### src/rtl/core/vt2d_pkg.sv
package vt2d_pkg;

    localparam int DEF_COORD_WIDTH     = 16;
    localparam int DEF_SCALE_FRAC_BITS = 8;
    localparam int DEF_TRIG_FRAC_BITS  = 14;

    localparam int SCALE_WIDTH     = 16;
    localparam int ANGLE_WIDTH     = 9;
    localparam int TABLE_FRAC_BITS = 14;
    localparam int TABLE_WIDTH     = 15;
    localparam int TABLE_INDEX_W   = 7;
    localparam int CFG_INDEX_WIDTH = 3;

    localparam logic [ANGLE_WIDTH-1:0] DEG_QUARTER = 9'd90;
    localparam logic [ANGLE_WIDTH-1:0] DEG_HALF    = 9'd180;
    localparam logic [ANGLE_WIDTH-1:0] DEG_3QUART  = 9'd270;
    localparam logic [ANGLE_WIDTH-1:0] DEG_FULL    = 9'd360;

    localparam logic signed [SCALE_WIDTH-1:0] SCALE_RESET = 16'sd256;

    // register indexes on the configuration port
    localparam logic [CFG_INDEX_WIDTH-1:0] REG_MODE     = 3'd0;
    localparam logic [CFG_INDEX_WIDTH-1:0] REG_OFFSET_X = 3'd1;
    localparam logic [CFG_INDEX_WIDTH-1:0] REG_OFFSET_Y = 3'd2;
    localparam logic [CFG_INDEX_WIDTH-1:0] REG_SCALE_X  = 3'd3;
    localparam logic [CFG_INDEX_WIDTH-1:0] REG_SCALE_Y  = 3'd4;
    localparam logic [CFG_INDEX_WIDTH-1:0] REG_PIVOT_X  = 3'd5;
    localparam logic [CFG_INDEX_WIDTH-1:0] REG_PIVOT_Y  = 3'd6;
    localparam logic [CFG_INDEX_WIDTH-1:0] REG_ANGLE    = 3'd7;

    typedef enum logic [1:0] {
        MODE_TRANSLATE = 2'd0,
        MODE_SCALE     = 2'd1,
        MODE_ROTATE    = 2'd2,
        MODE_PASS      = 2'd3
    } mode_t;

    typedef struct packed {
        logic  valid;
        mode_t mode;
        logic  last;
    } ctl_t;

    // round(sin(d deg) * 2^14), d = 0..90
    localparam logic [TABLE_WIDTH-1:0] QUARTER_SINE [91] = '{
            15'd0,   15'd286,   15'd572,   15'd857,  15'd1143,
         15'd1428,  15'd1713,  15'd1997,  15'd2280,  15'd2563,
         15'd2845,  15'd3126,  15'd3406,  15'd3686,  15'd3964,
         15'd4240,  15'd4516,  15'd4790,  15'd5063,  15'd5334,
         15'd5604,  15'd5872,  15'd6138,  15'd6402,  15'd6664,
         15'd6924,  15'd7182,  15'd7438,  15'd7692,  15'd7943,
         15'd8192,  15'd8438,  15'd8682,  15'd8923,  15'd9162,
         15'd9397,  15'd9630,  15'd9860, 15'd10087, 15'd10311,
        15'd10531, 15'd10749, 15'd10963, 15'd11174, 15'd11381,
        15'd11585, 15'd11786, 15'd11982, 15'd12176, 15'd12365,
        15'd12551, 15'd12733, 15'd12911, 15'd13085, 15'd13255,
        15'd13421, 15'd13583, 15'd13741, 15'd13894, 15'd14044,
        15'd14189, 15'd14330, 15'd14466, 15'd14598, 15'd14726,
        15'd14849, 15'd14968, 15'd15082, 15'd15191, 15'd15296,
        15'd15396, 15'd15491, 15'd15582, 15'd15668, 15'd15749,
        15'd15826, 15'd15897, 15'd15964, 15'd16026, 15'd16083,
        15'd16135, 15'd16182, 15'd16225, 15'd16262, 15'd16294,
        15'd16322, 15'd16344, 15'd16362, 15'd16374, 15'd16382,
        15'd16384
    };

endpackage

### src/rtl/core/vertex_2d_transform.sv
// stages are operand select, multiply, sum, round and clamp; each vertex passes them in order
// throughput: one vertex per cycle while out_stall is low
// a stage only holds when it is full and the stage after it cannot take its word
// reset clears every valid bit and returns the registers to defaults: translate mode,
// zero offsets and pivot, unit scale on both axes, zero angle
module vertex_2d_transform #(
    parameter int  COORD_WIDTH     = vt2d_pkg::DEF_COORD_WIDTH,
    parameter int  SCALE_FRAC_BITS = vt2d_pkg::DEF_SCALE_FRAC_BITS,
    parameter int  TRIG_FRAC_BITS  = vt2d_pkg::DEF_TRIG_FRAC_BITS,
    localparam int CFG_DATA_WIDTH  = (COORD_WIDTH > vt2d_pkg::SCALE_WIDTH) ?
                                     COORD_WIDTH : vt2d_pkg::SCALE_WIDTH
) (
    input  logic                                 clk,
    input  logic                                 rst_n,
    input  logic                                 cfg_wr_en,
    input  logic [vt2d_pkg::CFG_INDEX_WIDTH-1:0] cfg_index,
    input  logic [CFG_DATA_WIDTH-1:0]            cfg_data,
    input  logic                                 in_valid,
    output logic                                 in_stall,
    input  logic signed [COORD_WIDTH-1:0]        pos_x,
    input  logic signed [COORD_WIDTH-1:0]        pos_y,
    input  logic                                 last_vertex,
    output logic                                 out_valid,
    input  logic                                 out_stall,
    output logic signed [COORD_WIDTH-1:0]        out_x,
    output logic signed [COORD_WIDTH-1:0]        out_y,
    output logic                                 clipped,
    output logic                                 end_of_polygon
);
    import vt2d_pkg::*;

    localparam int TW  = TRIG_FRAC_BITS + 2;
    localparam int DXW = COORD_WIDTH + 1;
    localparam int BW  = (TW > SCALE_WIDTH) ? TW : SCALE_WIDTH;
    localparam int BSW = COORD_WIDTH + TRIG_FRAC_BITS + 1;
    localparam int PW  = DXW + BW;

    mode_t                         cfg_mode;
    logic signed [COORD_WIDTH-1:0] offset_x;
    logic signed [COORD_WIDTH-1:0] offset_y;
    logic signed [SCALE_WIDTH-1:0] scale_x;
    logic signed [SCALE_WIDTH-1:0] scale_y;
    logic signed [COORD_WIDTH-1:0] pivot_x;
    logic signed [COORD_WIDTH-1:0] pivot_y;
    logic signed [TW-1:0]          sin_val;
    logic signed [TW-1:0]          cos_val;

    ctl_t                  in_ctl;
    ctl_t                  s1_ctl;
    ctl_t                  s2_ctl;
    ctl_t                  s3_ctl;
    ctl_t                  s4_ctl;
    logic signed [DXW-1:0] op_a [4];
    logic signed [BW-1:0]  op_b [4];
    logic signed [BSW-1:0] s1_base_x;
    logic signed [BSW-1:0] s1_base_y;
    logic signed [PW-1:0]  prod [4];
    logic signed [BSW-1:0] s2_base_x;
    logic signed [BSW-1:0] s2_base_y;

    logic rdy1;
    logic rdy2;
    logic rdy3;
    logic rdy4;

    // each stage loads when it is empty or its word moves on
    assign rdy4 = !s4_ctl.valid || !out_stall;
    assign rdy3 = !s3_ctl.valid || rdy4;
    assign rdy2 = !s2_ctl.valid || rdy3;
    assign rdy1 = !s1_ctl.valid || rdy2;

    assign in_stall = !rdy1;

    always_comb
    begin
        in_ctl.valid = in_valid;
        in_ctl.mode  = cfg_mode;
        in_ctl.last  = last_vertex;
    end

    vt2d_cfg #(
        .COORD_WIDTH    (COORD_WIDTH),
        .TRIG_FRAC_BITS (TRIG_FRAC_BITS),
        .DATA_WIDTH     (CFG_DATA_WIDTH)
    ) u_cfg (
        .clk      (clk),
        .rst_n    (rst_n),
        .wr_en    (cfg_wr_en),
        .wr_index (cfg_index),
        .wr_data  (cfg_data),
        .mode     (cfg_mode),
        .offset_x (offset_x),
        .offset_y (offset_y),
        .scale_x  (scale_x),
        .scale_y  (scale_y),
        .pivot_x  (pivot_x),
        .pivot_y  (pivot_y),
        .sin_val  (sin_val),
        .cos_val  (cos_val)
    );

    vt2d_front #(
        .COORD_WIDTH    (COORD_WIDTH),
        .TRIG_FRAC_BITS (TRIG_FRAC_BITS),
        .DXW            (DXW),
        .BW             (BW),
        .BSW            (BSW)
    ) u_front (
        .clk      (clk),
        .rst_n    (rst_n),
        .en       (rdy1),
        .in_ctl   (in_ctl),
        .pos_x    (pos_x),
        .pos_y    (pos_y),
        .offset_x (offset_x),
        .offset_y (offset_y),
        .scale_x  (scale_x),
        .scale_y  (scale_y),
        .pivot_x  (pivot_x),
        .pivot_y  (pivot_y),
        .sin_val  (sin_val),
        .cos_val  (cos_val),
        .out_ctl  (s1_ctl),
        .op_a     (op_a),
        .op_b     (op_b),
        .base_x   (s1_base_x),
        .base_y   (s1_base_y)
    );

    vt2d_mul #(
        .DXW (DXW),
        .BW  (BW),
        .BSW (BSW),
        .PW  (PW)
    ) u_mul (
        .clk       (clk),
        .rst_n     (rst_n),
        .en        (rdy2),
        .in_ctl    (s1_ctl),
        .op_a      (op_a),
        .op_b      (op_b),
        .in_base_x (s1_base_x),
        .in_base_y (s1_base_y),
        .out_ctl   (s2_ctl),
        .prod      (prod),
        .base_x    (s2_base_x),
        .base_y    (s2_base_y)
    );

    vt2d_back #(
        .COORD_WIDTH     (COORD_WIDTH),
        .SCALE_FRAC_BITS (SCALE_FRAC_BITS),
        .TRIG_FRAC_BITS  (TRIG_FRAC_BITS),
        .PW              (PW),
        .BSW             (BSW)
    ) u_back (
        .clk     (clk),
        .rst_n   (rst_n),
        .en_sum  (rdy3),
        .en_out  (rdy4),
        .in_ctl  (s2_ctl),
        .prod    (prod),
        .base_x  (s2_base_x),
        .base_y  (s2_base_y),
        .sum_ctl (s3_ctl),
        .out_ctl (s4_ctl),
        .out_x   (out_x),
        .out_y   (out_y),
        .clipped (clipped)
    );

    assign out_valid      = s4_ctl.valid;
    assign end_of_polygon = s4_ctl.last;

endmodule

### src/rtl/core/vt2d_cfg.sv
module vt2d_cfg #(
    parameter int COORD_WIDTH    = vt2d_pkg::DEF_COORD_WIDTH,
    parameter int TRIG_FRAC_BITS = vt2d_pkg::DEF_TRIG_FRAC_BITS,
    parameter int DATA_WIDTH     = vt2d_pkg::SCALE_WIDTH
) (
    input  logic                                   clk,
    input  logic                                   rst_n,
    input  logic                                   wr_en,
    input  logic [vt2d_pkg::CFG_INDEX_WIDTH-1:0]   wr_index,
    input  logic [DATA_WIDTH-1:0]                  wr_data,
    output vt2d_pkg::mode_t                        mode,
    output logic signed [COORD_WIDTH-1:0]          offset_x,
    output logic signed [COORD_WIDTH-1:0]          offset_y,
    output logic signed [vt2d_pkg::SCALE_WIDTH-1:0] scale_x,
    output logic signed [vt2d_pkg::SCALE_WIDTH-1:0] scale_y,
    output logic signed [COORD_WIDTH-1:0]          pivot_x,
    output logic signed [COORD_WIDTH-1:0]          pivot_y,
    output logic signed [TRIG_FRAC_BITS+1:0]       sin_val,
    output logic signed [TRIG_FRAC_BITS+1:0]       cos_val
);
    import vt2d_pkg::*;

    localparam int TW  = TRIG_FRAC_BITS + 2;
    localparam int EW  = (TRIG_FRAC_BITS + 2 > 16) ? TRIG_FRAC_BITS + 2 : 16;
    localparam int UP  = (TRIG_FRAC_BITS >= TABLE_FRAC_BITS) ? TRIG_FRAC_BITS - TABLE_FRAC_BITS : 0;
    localparam int DN  = (TRIG_FRAC_BITS < TABLE_FRAC_BITS) ? TABLE_FRAC_BITS - TRIG_FRAC_BITS : 0;
    localparam int RND = (DN > 0) ? (1 << (DN - 1)) : 0;
    localparam logic signed [TW-1:0] TRIG_ONE = TW'(1) <<< TRIG_FRAC_BITS;

    mode_t                         mode_reg;
    logic signed [COORD_WIDTH-1:0] offset_x_reg;
    logic signed [COORD_WIDTH-1:0] offset_y_reg;
    logic signed [SCALE_WIDTH-1:0] scale_x_reg;
    logic signed [SCALE_WIDTH-1:0] scale_y_reg;
    logic signed [COORD_WIDTH-1:0] pivot_x_reg;
    logic signed [COORD_WIDTH-1:0] pivot_y_reg;
    logic signed [TW-1:0]          sin_reg;
    logic signed [TW-1:0]          cos_reg;

    logic [ANGLE_WIDTH-1:0] angle_raw;
    logic [ANGLE_WIDTH-1:0] angle_red;
    logic [ANGLE_WIDTH:0]   angle_cos_sum;
    logic [ANGLE_WIDTH-1:0] angle_cos;

    function automatic logic signed [TW-1:0] sine_deg(input logic [ANGLE_WIDTH-1:0] a);
        logic [1:0]               q;
        logic [ANGLE_WIDTH-1:0]   r_full;
        logic [TABLE_INDEX_W-1:0] r;
        logic [TABLE_INDEX_W-1:0] idx;
        logic [EW-1:0]            e;
        logic signed [TW-1:0]     t;
        priority if (a < DEG_QUARTER)
        begin
            q      = 2'd0;
            r_full = a;
        end
        else if (a < DEG_HALF)
        begin
            q      = 2'd1;
            r_full = a - DEG_QUARTER;
        end
        else if (a < DEG_3QUART)
        begin
            q      = 2'd2;
            r_full = a - DEG_HALF;
        end
        else
        begin
            q      = 2'd3;
            r_full = a - DEG_3QUART;
        end
        r   = r_full[TABLE_INDEX_W-1:0];
        idx = q[0] ? (TABLE_INDEX_W'(DEG_QUARTER) - r) : r;
        e   = ((EW'(QUARTER_SINE[idx]) + EW'(RND)) >> DN) << UP;
        t   = signed'(e[TW-1:0]);
        return q[1] ? -t : t;
    endfunction

    // angle wraps once past a full turn; cosine is sine a quarter turn on
    always_comb
    begin
        angle_raw     = wr_data[ANGLE_WIDTH-1:0];
        angle_red     = (angle_raw >= DEG_FULL) ? angle_raw - DEG_FULL : angle_raw;
        angle_cos_sum = {1'b0, angle_red} + {1'b0, DEG_QUARTER};
        angle_cos     = (angle_cos_sum >= {1'b0, DEG_FULL}) ?
                        ANGLE_WIDTH'(angle_cos_sum - {1'b0, DEG_FULL}) :
                        angle_cos_sum[ANGLE_WIDTH-1:0];
    end

    always_ff @(posedge clk or negedge rst_n)
    begin
        if (!rst_n)
        begin
            mode_reg     <= MODE_TRANSLATE;
            offset_x_reg <= '0;
            offset_y_reg <= '0;
            scale_x_reg  <= SCALE_RESET;
            scale_y_reg  <= SCALE_RESET;
            pivot_x_reg  <= '0;
            pivot_y_reg  <= '0;
            sin_reg      <= '0;
            cos_reg      <= TRIG_ONE;
        end
        else if (wr_en)
        begin
            unique case (wr_index)
                REG_MODE:     mode_reg     <= mode_t'(wr_data[1:0]);
                REG_OFFSET_X: offset_x_reg <= signed'(wr_data[COORD_WIDTH-1:0]);
                REG_OFFSET_Y: offset_y_reg <= signed'(wr_data[COORD_WIDTH-1:0]);
                REG_SCALE_X:  scale_x_reg  <= signed'(wr_data[SCALE_WIDTH-1:0]);
                REG_SCALE_Y:  scale_y_reg  <= signed'(wr_data[SCALE_WIDTH-1:0]);
                REG_PIVOT_X:  pivot_x_reg  <= signed'(wr_data[COORD_WIDTH-1:0]);
                REG_PIVOT_Y:  pivot_y_reg  <= signed'(wr_data[COORD_WIDTH-1:0]);
                REG_ANGLE:
                begin
                    sin_reg <= sine_deg(angle_red);
                    cos_reg <= sine_deg(angle_cos);
                end
            endcase
        end
    end

    assign mode     = mode_reg;
    assign offset_x = offset_x_reg;
    assign offset_y = offset_y_reg;
    assign scale_x  = scale_x_reg;
    assign scale_y  = scale_y_reg;
    assign pivot_x  = pivot_x_reg;
    assign pivot_y  = pivot_y_reg;
    assign sin_val  = sin_reg;
    assign cos_val  = cos_reg;

endmodule

### src/rtl/core/vt2d_front.sv
module vt2d_front #(
    parameter int COORD_WIDTH    = vt2d_pkg::DEF_COORD_WIDTH,
    parameter int TRIG_FRAC_BITS = vt2d_pkg::DEF_TRIG_FRAC_BITS,
    parameter int DXW            = COORD_WIDTH + 1,
    parameter int BW             = vt2d_pkg::SCALE_WIDTH,
    parameter int BSW            = COORD_WIDTH + TRIG_FRAC_BITS + 1
) (
    input  logic                                    clk,
    input  logic                                    rst_n,
    input  logic                                    en,
    input  vt2d_pkg::ctl_t                          in_ctl,
    input  logic signed [COORD_WIDTH-1:0]           pos_x,
    input  logic signed [COORD_WIDTH-1:0]           pos_y,
    input  logic signed [COORD_WIDTH-1:0]           offset_x,
    input  logic signed [COORD_WIDTH-1:0]           offset_y,
    input  logic signed [vt2d_pkg::SCALE_WIDTH-1:0] scale_x,
    input  logic signed [vt2d_pkg::SCALE_WIDTH-1:0] scale_y,
    input  logic signed [COORD_WIDTH-1:0]           pivot_x,
    input  logic signed [COORD_WIDTH-1:0]           pivot_y,
    input  logic signed [TRIG_FRAC_BITS+1:0]        sin_val,
    input  logic signed [TRIG_FRAC_BITS+1:0]        cos_val,
    output vt2d_pkg::ctl_t                          out_ctl,
    output logic signed [DXW-1:0]                   op_a [4],
    output logic signed [BW-1:0]                    op_b [4],
    output logic signed [BSW-1:0]                   base_x,
    output logic signed [BSW-1:0]                   base_y
);
    import vt2d_pkg::*;

    ctl_t                  ctl_reg;
    logic signed [DXW-1:0] op_a_reg [4];
    logic signed [BW-1:0]  op_b_reg [4];
    logic signed [BSW-1:0] base_x_reg;
    logic signed [BSW-1:0] base_y_reg;

    logic signed [DXW-1:0] op_a_next [4];
    logic signed [BW-1:0]  op_b_next [4];
    logic signed [BSW-1:0] base_x_next;
    logic signed [BSW-1:0] base_y_next;

    logic signed [DXW-1:0] x_ext;
    logic signed [DXW-1:0] y_ext;
    logic signed [DXW-1:0] dx;
    logic signed [DXW-1:0] dy;

    always_comb
    begin
        x_ext = DXW'(pos_x);
        y_ext = DXW'(pos_y);
        dx    = x_ext - DXW'(pivot_x);
        dy    = y_ext - DXW'(pivot_y);

        op_a_next[0] = x_ext;
        op_a_next[1] = dy;
        op_a_next[2] = y_ext;
        op_a_next[3] = dy;
        for (int k = 0; k < 4; k++)
        begin
            op_b_next[k] = '0;
        end
        base_x_next = BSW'(x_ext);
        base_y_next = BSW'(y_ext);

        // x term: p0 - p1, y term: p2 + p3
        unique case (in_ctl.mode)
            MODE_TRANSLATE:
            begin
                base_x_next = BSW'(x_ext + DXW'(offset_x));
                base_y_next = BSW'(y_ext + DXW'(offset_y));
            end
            MODE_SCALE:
            begin
                op_b_next[0] = BW'(scale_x);
                op_b_next[2] = BW'(scale_y);
                base_x_next  = '0;
                base_y_next  = '0;
            end
            MODE_ROTATE:
            begin
                op_a_next[0] = dx;
                op_a_next[2] = dx;
                op_b_next[0] = BW'(cos_val);
                op_b_next[1] = BW'(sin_val);
                op_b_next[2] = BW'(sin_val);
                op_b_next[3] = BW'(cos_val);
                base_x_next  = BSW'(pivot_x) <<< TRIG_FRAC_BITS;
                base_y_next  = BSW'(pivot_y) <<< TRIG_FRAC_BITS;
            end
            MODE_PASS:
            begin
                base_x_next = BSW'(x_ext);
                base_y_next = BSW'(y_ext);
            end
        endcase
    end

    always_ff @(posedge clk or negedge rst_n)
    begin
        if (!rst_n)
        begin
            ctl_reg <= '0;
        end
        else if (en)
        begin
            ctl_reg <= in_ctl;
        end
    end

    always_ff @(posedge clk)
    begin
        if (en)
        begin
            op_a_reg   <= op_a_next;
            op_b_reg   <= op_b_next;
            base_x_reg <= base_x_next;
            base_y_reg <= base_y_next;
        end
    end

    assign out_ctl = ctl_reg;
    assign op_a    = op_a_reg;
    assign op_b    = op_b_reg;
    assign base_x  = base_x_reg;
    assign base_y  = base_y_reg;

endmodule

### src/rtl/core/vt2d_mul.sv
module vt2d_mul #(
    parameter int DXW = vt2d_pkg::DEF_COORD_WIDTH + 1,
    parameter int BW  = vt2d_pkg::SCALE_WIDTH,
    parameter int BSW = vt2d_pkg::DEF_COORD_WIDTH + vt2d_pkg::DEF_TRIG_FRAC_BITS + 1,
    parameter int PW  = DXW + BW
) (
    input  logic                  clk,
    input  logic                  rst_n,
    input  logic                  en,
    input  vt2d_pkg::ctl_t        in_ctl,
    input  logic signed [DXW-1:0] op_a [4],
    input  logic signed [BW-1:0]  op_b [4],
    input  logic signed [BSW-1:0] in_base_x,
    input  logic signed [BSW-1:0] in_base_y,
    output vt2d_pkg::ctl_t        out_ctl,
    output logic signed [PW-1:0]  prod [4],
    output logic signed [BSW-1:0] base_x,
    output logic signed [BSW-1:0] base_y
);
    import vt2d_pkg::*;

    ctl_t                  ctl_reg;
    logic signed [PW-1:0]  prod_reg [4];
    logic signed [BSW-1:0] base_x_reg;
    logic signed [BSW-1:0] base_y_reg;

    always_ff @(posedge clk or negedge rst_n)
    begin
        if (!rst_n)
        begin
            ctl_reg <= '0;
        end
        else if (en)
        begin
            ctl_reg <= in_ctl;
        end
    end

    always_ff @(posedge clk)
    begin
        if (en)
        begin
            for (int k = 0; k < 4; k++)
            begin
                prod_reg[k] <= PW'(op_a[k]) * PW'(op_b[k]);
            end
            base_x_reg <= in_base_x;
            base_y_reg <= in_base_y;
        end
    end

    assign out_ctl = ctl_reg;
    assign prod    = prod_reg;
    assign base_x  = base_x_reg;
    assign base_y  = base_y_reg;

endmodule

### src/rtl/core/vt2d_back.sv
module vt2d_back #(
    parameter int COORD_WIDTH     = vt2d_pkg::DEF_COORD_WIDTH,
    parameter int SCALE_FRAC_BITS = vt2d_pkg::DEF_SCALE_FRAC_BITS,
    parameter int TRIG_FRAC_BITS  = vt2d_pkg::DEF_TRIG_FRAC_BITS,
    parameter int PW              = 2 * vt2d_pkg::DEF_COORD_WIDTH + 1,
    parameter int BSW             = COORD_WIDTH + TRIG_FRAC_BITS + 1
) (
    input  logic                          clk,
    input  logic                          rst_n,
    input  logic                          en_sum,
    input  logic                          en_out,
    input  vt2d_pkg::ctl_t                in_ctl,
    input  logic signed [PW-1:0]          prod [4],
    input  logic signed [BSW-1:0]         base_x,
    input  logic signed [BSW-1:0]         base_y,
    output vt2d_pkg::ctl_t                sum_ctl,
    output vt2d_pkg::ctl_t                out_ctl,
    output logic signed [COORD_WIDTH-1:0] out_x,
    output logic signed [COORD_WIDTH-1:0] out_y,
    output logic                          clipped
);
    import vt2d_pkg::*;

    localparam int SW = PW + 2;
    localparam logic signed [SW-1:0] SAT_HI     = SW'((64'sd1 <<< (COORD_WIDTH - 1)) - 64'sd1);
    localparam logic signed [SW-1:0] SAT_LO     = ~SAT_HI;
    localparam logic signed [SW-1:0] SCALE_MASK = SW'((1 << SCALE_FRAC_BITS) - 1);
    localparam logic signed [SW-1:0] TRIG_MASK  = SW'((1 << TRIG_FRAC_BITS) - 1);

    ctl_t                          sum_ctl_reg;
    logic signed [SW-1:0]          sum_x_reg;
    logic signed [SW-1:0]          sum_y_reg;
    ctl_t                          out_ctl_reg;
    logic signed [COORD_WIDTH-1:0] out_x_reg;
    logic signed [COORD_WIDTH-1:0] out_y_reg;
    logic                          clipped_reg;

    logic signed [SW-1:0]          mask;
    logic signed [SW-1:0]          res_x;
    logic signed [SW-1:0]          res_y;
    logic                          clip_x;
    logic                          clip_y;
    logic signed [COORD_WIDTH-1:0] sat_x;
    logic signed [COORD_WIDTH-1:0] sat_y;

    function automatic logic signed [SW-1:0] trunc_shift(
        input logic signed [SW-1:0] v,
        input logic signed [SW-1:0] m,
        input mode_t                md
    );
        logic signed [SW-1:0] biased;
        biased = v + (v[SW-1] ? m : '0);
        unique case (md)
            MODE_SCALE:  return biased >>> SCALE_FRAC_BITS;
            MODE_ROTATE: return biased >>> TRIG_FRAC_BITS;
            default:     return v;
        endcase
    endfunction

    // sum stage
    always_ff @(posedge clk or negedge rst_n)
    begin
        if (!rst_n)
        begin
            sum_ctl_reg <= '0;
        end
        else if (en_sum)
        begin
            sum_ctl_reg <= in_ctl;
        end
    end

    always_ff @(posedge clk)
    begin
        if (en_sum)
        begin
            sum_x_reg <= SW'(base_x) + SW'(prod[0]) - SW'(prod[1]);
            sum_y_reg <= SW'(base_y) + SW'(prod[2]) + SW'(prod[3]);
        end
    end

    // truncate toward zero, then clamp to the coordinate range
    always_comb
    begin
        unique case (sum_ctl_reg.mode)
            MODE_SCALE:  mask = SCALE_MASK;
            MODE_ROTATE: mask = TRIG_MASK;
            default:     mask = '0;
        endcase
        res_x  = trunc_shift(sum_x_reg, mask, sum_ctl_reg.mode);
        res_y  = trunc_shift(sum_y_reg, mask, sum_ctl_reg.mode);
        clip_x = (res_x > SAT_HI) || (res_x < SAT_LO);
        clip_y = (res_y > SAT_HI) || (res_y < SAT_LO);
        sat_x  = (res_x > SAT_HI) ? SAT_HI[COORD_WIDTH-1:0] :
                 (res_x < SAT_LO) ? SAT_LO[COORD_WIDTH-1:0] : res_x[COORD_WIDTH-1:0];
        sat_y  = (res_y > SAT_HI) ? SAT_HI[COORD_WIDTH-1:0] :
                 (res_y < SAT_LO) ? SAT_LO[COORD_WIDTH-1:0] : res_y[COORD_WIDTH-1:0];
    end

    always_ff @(posedge clk or negedge rst_n)
    begin
        if (!rst_n)
        begin
            out_ctl_reg <= '0;
        end
        else if (en_out)
        begin
            out_ctl_reg <= sum_ctl_reg;
        end
    end

    always_ff @(posedge clk)
    begin
        if (en_out)
        begin
            out_x_reg   <= sat_x;
            out_y_reg   <= sat_y;
            clipped_reg <= clip_x || clip_y;
        end
    end

    assign sum_ctl = sum_ctl_reg;
    assign out_ctl = out_ctl_reg;
    assign out_x   = out_x_reg;
    assign out_y   = out_y_reg;
    assign clipped = clipped_reg;

endmodule

### config.mk
export PLATFORM = sky130hd
export DESIGN_NAME = vertex_2d_transform
export DESIGN_NICKNAME = d
export VERILOG_FILES = /design/src/rtl/core/vt2d_pkg.sv /design/src/rtl/core/vertex_2d_transform.sv /design/src/rtl/core/vt2d_cfg.sv /design/src/rtl/core/vt2d_front.sv /design/src/rtl/core/vt2d_mul.sv /design/src/rtl/core/vt2d_back.sv
export SDC_FILE = /design/constraint.sdc
export NUM_CORES = 2
export LEC_CHECK = 0
export BUFFER_PORTS_ARGS = -buffer_cell sky130_fd_sc_hd__buf_2
export CAP_MARGIN = 0
export CORE_MARGIN = 5
export CORE_UTILIZATION = 33
export CTS_CLUSTER_DIAMETER = 150
export CTS_CLUSTER_SIZE = 30
export DETAILED_ROUTE_END_ITERATION = 8
export SLEW_MARGIN = 0
export SYNTH_ARGS = -nofsm -noshare
export SYNTH_HDL_FRONTEND = slang
export SYNTH_SLANG_ARGS = --single-unit
### constraint.sdc
create_clock -name clk -period 14.4 [get_ports clk]
set_input_delay 1.44 -clock clk [delete_from_list [all_inputs] [get_ports clk]]
set_output_delay 1.44 -clock clk [all_outputs]
set_load 0.03 [all_outputs]
==> impl_metrics.ini <==
[floorplan]
coreArea_um2 = 235000
dieWidth_um = 496
die-area_um2 = 246000
top_level_ports = 93
die_y_um = 496
initial_utilization = 0.331
rows = 178

[yosys]
synthFlopType = edfxtp_1
synth_edf_count = 470
ys_ff_latch = 614
yosysSeqAreaShare = 0.228
yosysWarnings = 0
synth_cell_types = 117
yosys.cell_count.top_type = inv_1
syn_area_um2 = 77800
synthArstFlopShare = 0.235
yosys-top-cells-area = fa_1 30%, edfxtp_1 18%, ha_1 8.5%
synth_top_cells_by_count = 1502 x inv_1, 1175 x fa_1, 931 x nand2_1
yosys.area.top_type = fa_1
synthesis.instances = 8028
yosysTopAreaCellShare = 0.302
syn_avg_cell_area_um2 = 9.69
synthesis.nets = 9787

[critical_path]
path_class = in2reg
critical_path_required_ps = 14940
r2r_setup_slack_ps = 5860
arrival_ps = 11560
cp_max_fo = 26
crit_path_start = cfg_data[3]
timing.rr.start = u_front.op_b[33]
end_kind = flip-flop
cp-start-kind = input pin
critPathSlowestCell = nand2_2
cpMostUsedCell = ha_1
cpPeakStageDelay_ps = 890

[hold_path]
worstHoldPathType = reg2reg
min_from = u_front.base_y[10]

[sta]
holdWs_ps = 416
relSlewSlack = 0.264
drv_slew = 0
worst_pin_slew_ps = 1100
fin_crit_sh = 0.765
skew_ps = 33.9
hold_viol = 0
setup_ws_ps = 3390
setup_violations = 0
fmax_mhz = 90.8
rsz0062_at_grt = false
setup_tns_ps = 0
fin_crit_ps = 11010

[clock_tree]
cts_resized = 0
cts-hold-fix-buffers = 0
post_cts_buffers = 0
clockBufferDepth = 3
clock_latency_ps = 630
cts_root_buf = clkbuf_16
cts_buffers = 25
cts_tree = done
htreeDepth = 1
cts.sinks = 614
clk_pin_slew_ps = 130

[place]
place_hpwl_um = 178000
placedCellCount = 11000
dpl_worst_slack_ps = 2870
port_buffers = 92
place_congestion = 0.911

[route]
vias = 56400
drt_iter0_markers = 4250
post-route-drc-count = 0
routed_wl_um = 227000
wire_per_inst_um = 20.5
firstDrtPassIters = 7
ant_nets = 0
via_per_inst = 5.10

[final_layout]
area_growth_pct = 5.88
final_nets = 9631
drive_above_1_share = 0.0489
stdcell_count = 11100
largest_reg_flops = 132

[global_routing]
globalRouteOverflowTotal = 0
antenna_found_initial = 34
grtUsageTotal = 0.183
first_global_vias = 58300
grt_pass1_wl_um = 350000
grt_max_degree = 148

[flow_run]
cap_violations = 0

[status]
status = complete, no violations
-- critical path: cells and delay by family --
family,cells,cell delay [ps]
adder cells (fa/ha/maj),4,950
AO/OA/AOI/OAI,14,3710
XOR/XNOR,1,360
AND/OR/NAND/NOR,7,3010
multiplexers,3,1380
buffers and inverters,3,630
-- layout make-up --
cell class,instances,area [um2]
fill,23600,153000
multi-input combinational,5545,53200
sequential,614,17700
inverter,1509,5660
tap,3150,3940
timing repair buffer,177,1120
clock buffer,41,686
clock inverter,4,58.8
antenna,20,50.0
-- per-layer routing --
metal / vias up / global-route usage / wire length, um / share of wire
met5: - / 0 / 60 / 0.00026
li1: 25400 / - / - / -
met3: 355 / 0.0217 / 14200 / 0.063
met2: 1789 / 0.309 / 109000 / 0.48
met4: 10 / 0.0627 / 9100 / 0.040
met1: 28800 / 0.245 / 94900 / 0.42
-- placed cells by master (no fill, tap or decap), drive strengths merged, types with 15 or more instances in the layout --
| cell | Yosys | routed |
|---|---|---|
| or2 | 21 | 21 |
| clkbuf | 312 | 41 |
| a21oi | 308 | 308 |
| o31ai | 25 | 25 |
| mux2i | 16 | 16 |
| xnor2 | 264 | 264 |
| and3 | 24 | 24 |
| or3 | 18 | 18 |
| mux2 | 87 | 87 |
| ha | 527 | 527 |
| nor2b | 64 | 64 |
| nor3 | 108 | 108 |
| o21a | 35 | 35 |
| diode | 0 | 20 |
| a221o | 23 | 23 |
| nor2 | 249 | 249 |
| nand3 | 106 | 106 |
| fa | 1175 | 1175 |
| o21ai | 296 | 296 |
| o221ai | 16 | 16 |
| o311ai | 15 | 15 |
| a211oi | 42 | 42 |
| a21boi | 20 | 20 |
| a21o | 99 | 99 |
| a31oi | 40 | 40 |
| edfxtp | 470 | 470 |
| buf | 48 | 177 |
| nor4 | 18 | 18 |
| nand4 | 25 | 25 |
| dfrtp | 141 | 141 |
| nand2 | 932 | 932 |
| and2 | 462 | 462 |
| nand2b | 95 | 95 |
| inv | 1508 | 1511 |
| o211ai | 53 | 53 |
| o21bai | 70 | 70 |
| xor2 | 78 | 78 |
| a221oi | 24 | 24 |
-- per-stage QoR --
step                cell area [um2]   util
floorplan                     77800      -
global placement              81600  0.347
detailed placement            81600  0.347
CTS                           82300  0.350
global route                  82400  0.351
finish                        82400  0.351
-- logic make-up after synthesis --
family                     Yosys count  synth area share
AOI/OAI and AO/OA                 1230             0.105
muxes                              106            0.0156
xor gates and xnor gates           342            0.0388
and+or+nand+nor                   2164             0.134
adders and majority gates         1703             0.387
buffers and inverters             1869            0.0910
DFF                                614             0.228
-- final timing paths --
| kind | end | depth (start not counted) |
|---|---|---|
| hold / removal | u_mul.base_y[10] | 0 |
| max in group asynchronous | u_front.out_ctl[3] | 2 |
| setup reg to reg | u_mul.prod[98] | 26 |
| min in group asynchronous | u_cfg.cos_val[3] | 1 |
| setup / recovery | u_cfg.cos_val[14] | 32 |
| hold reg to reg | u_mul.base_y[10] | 0 |
Power is left out: the tool's default activity adds up to more than one toggle a clock period on the data nets, which glitch-free logic cannot reach.
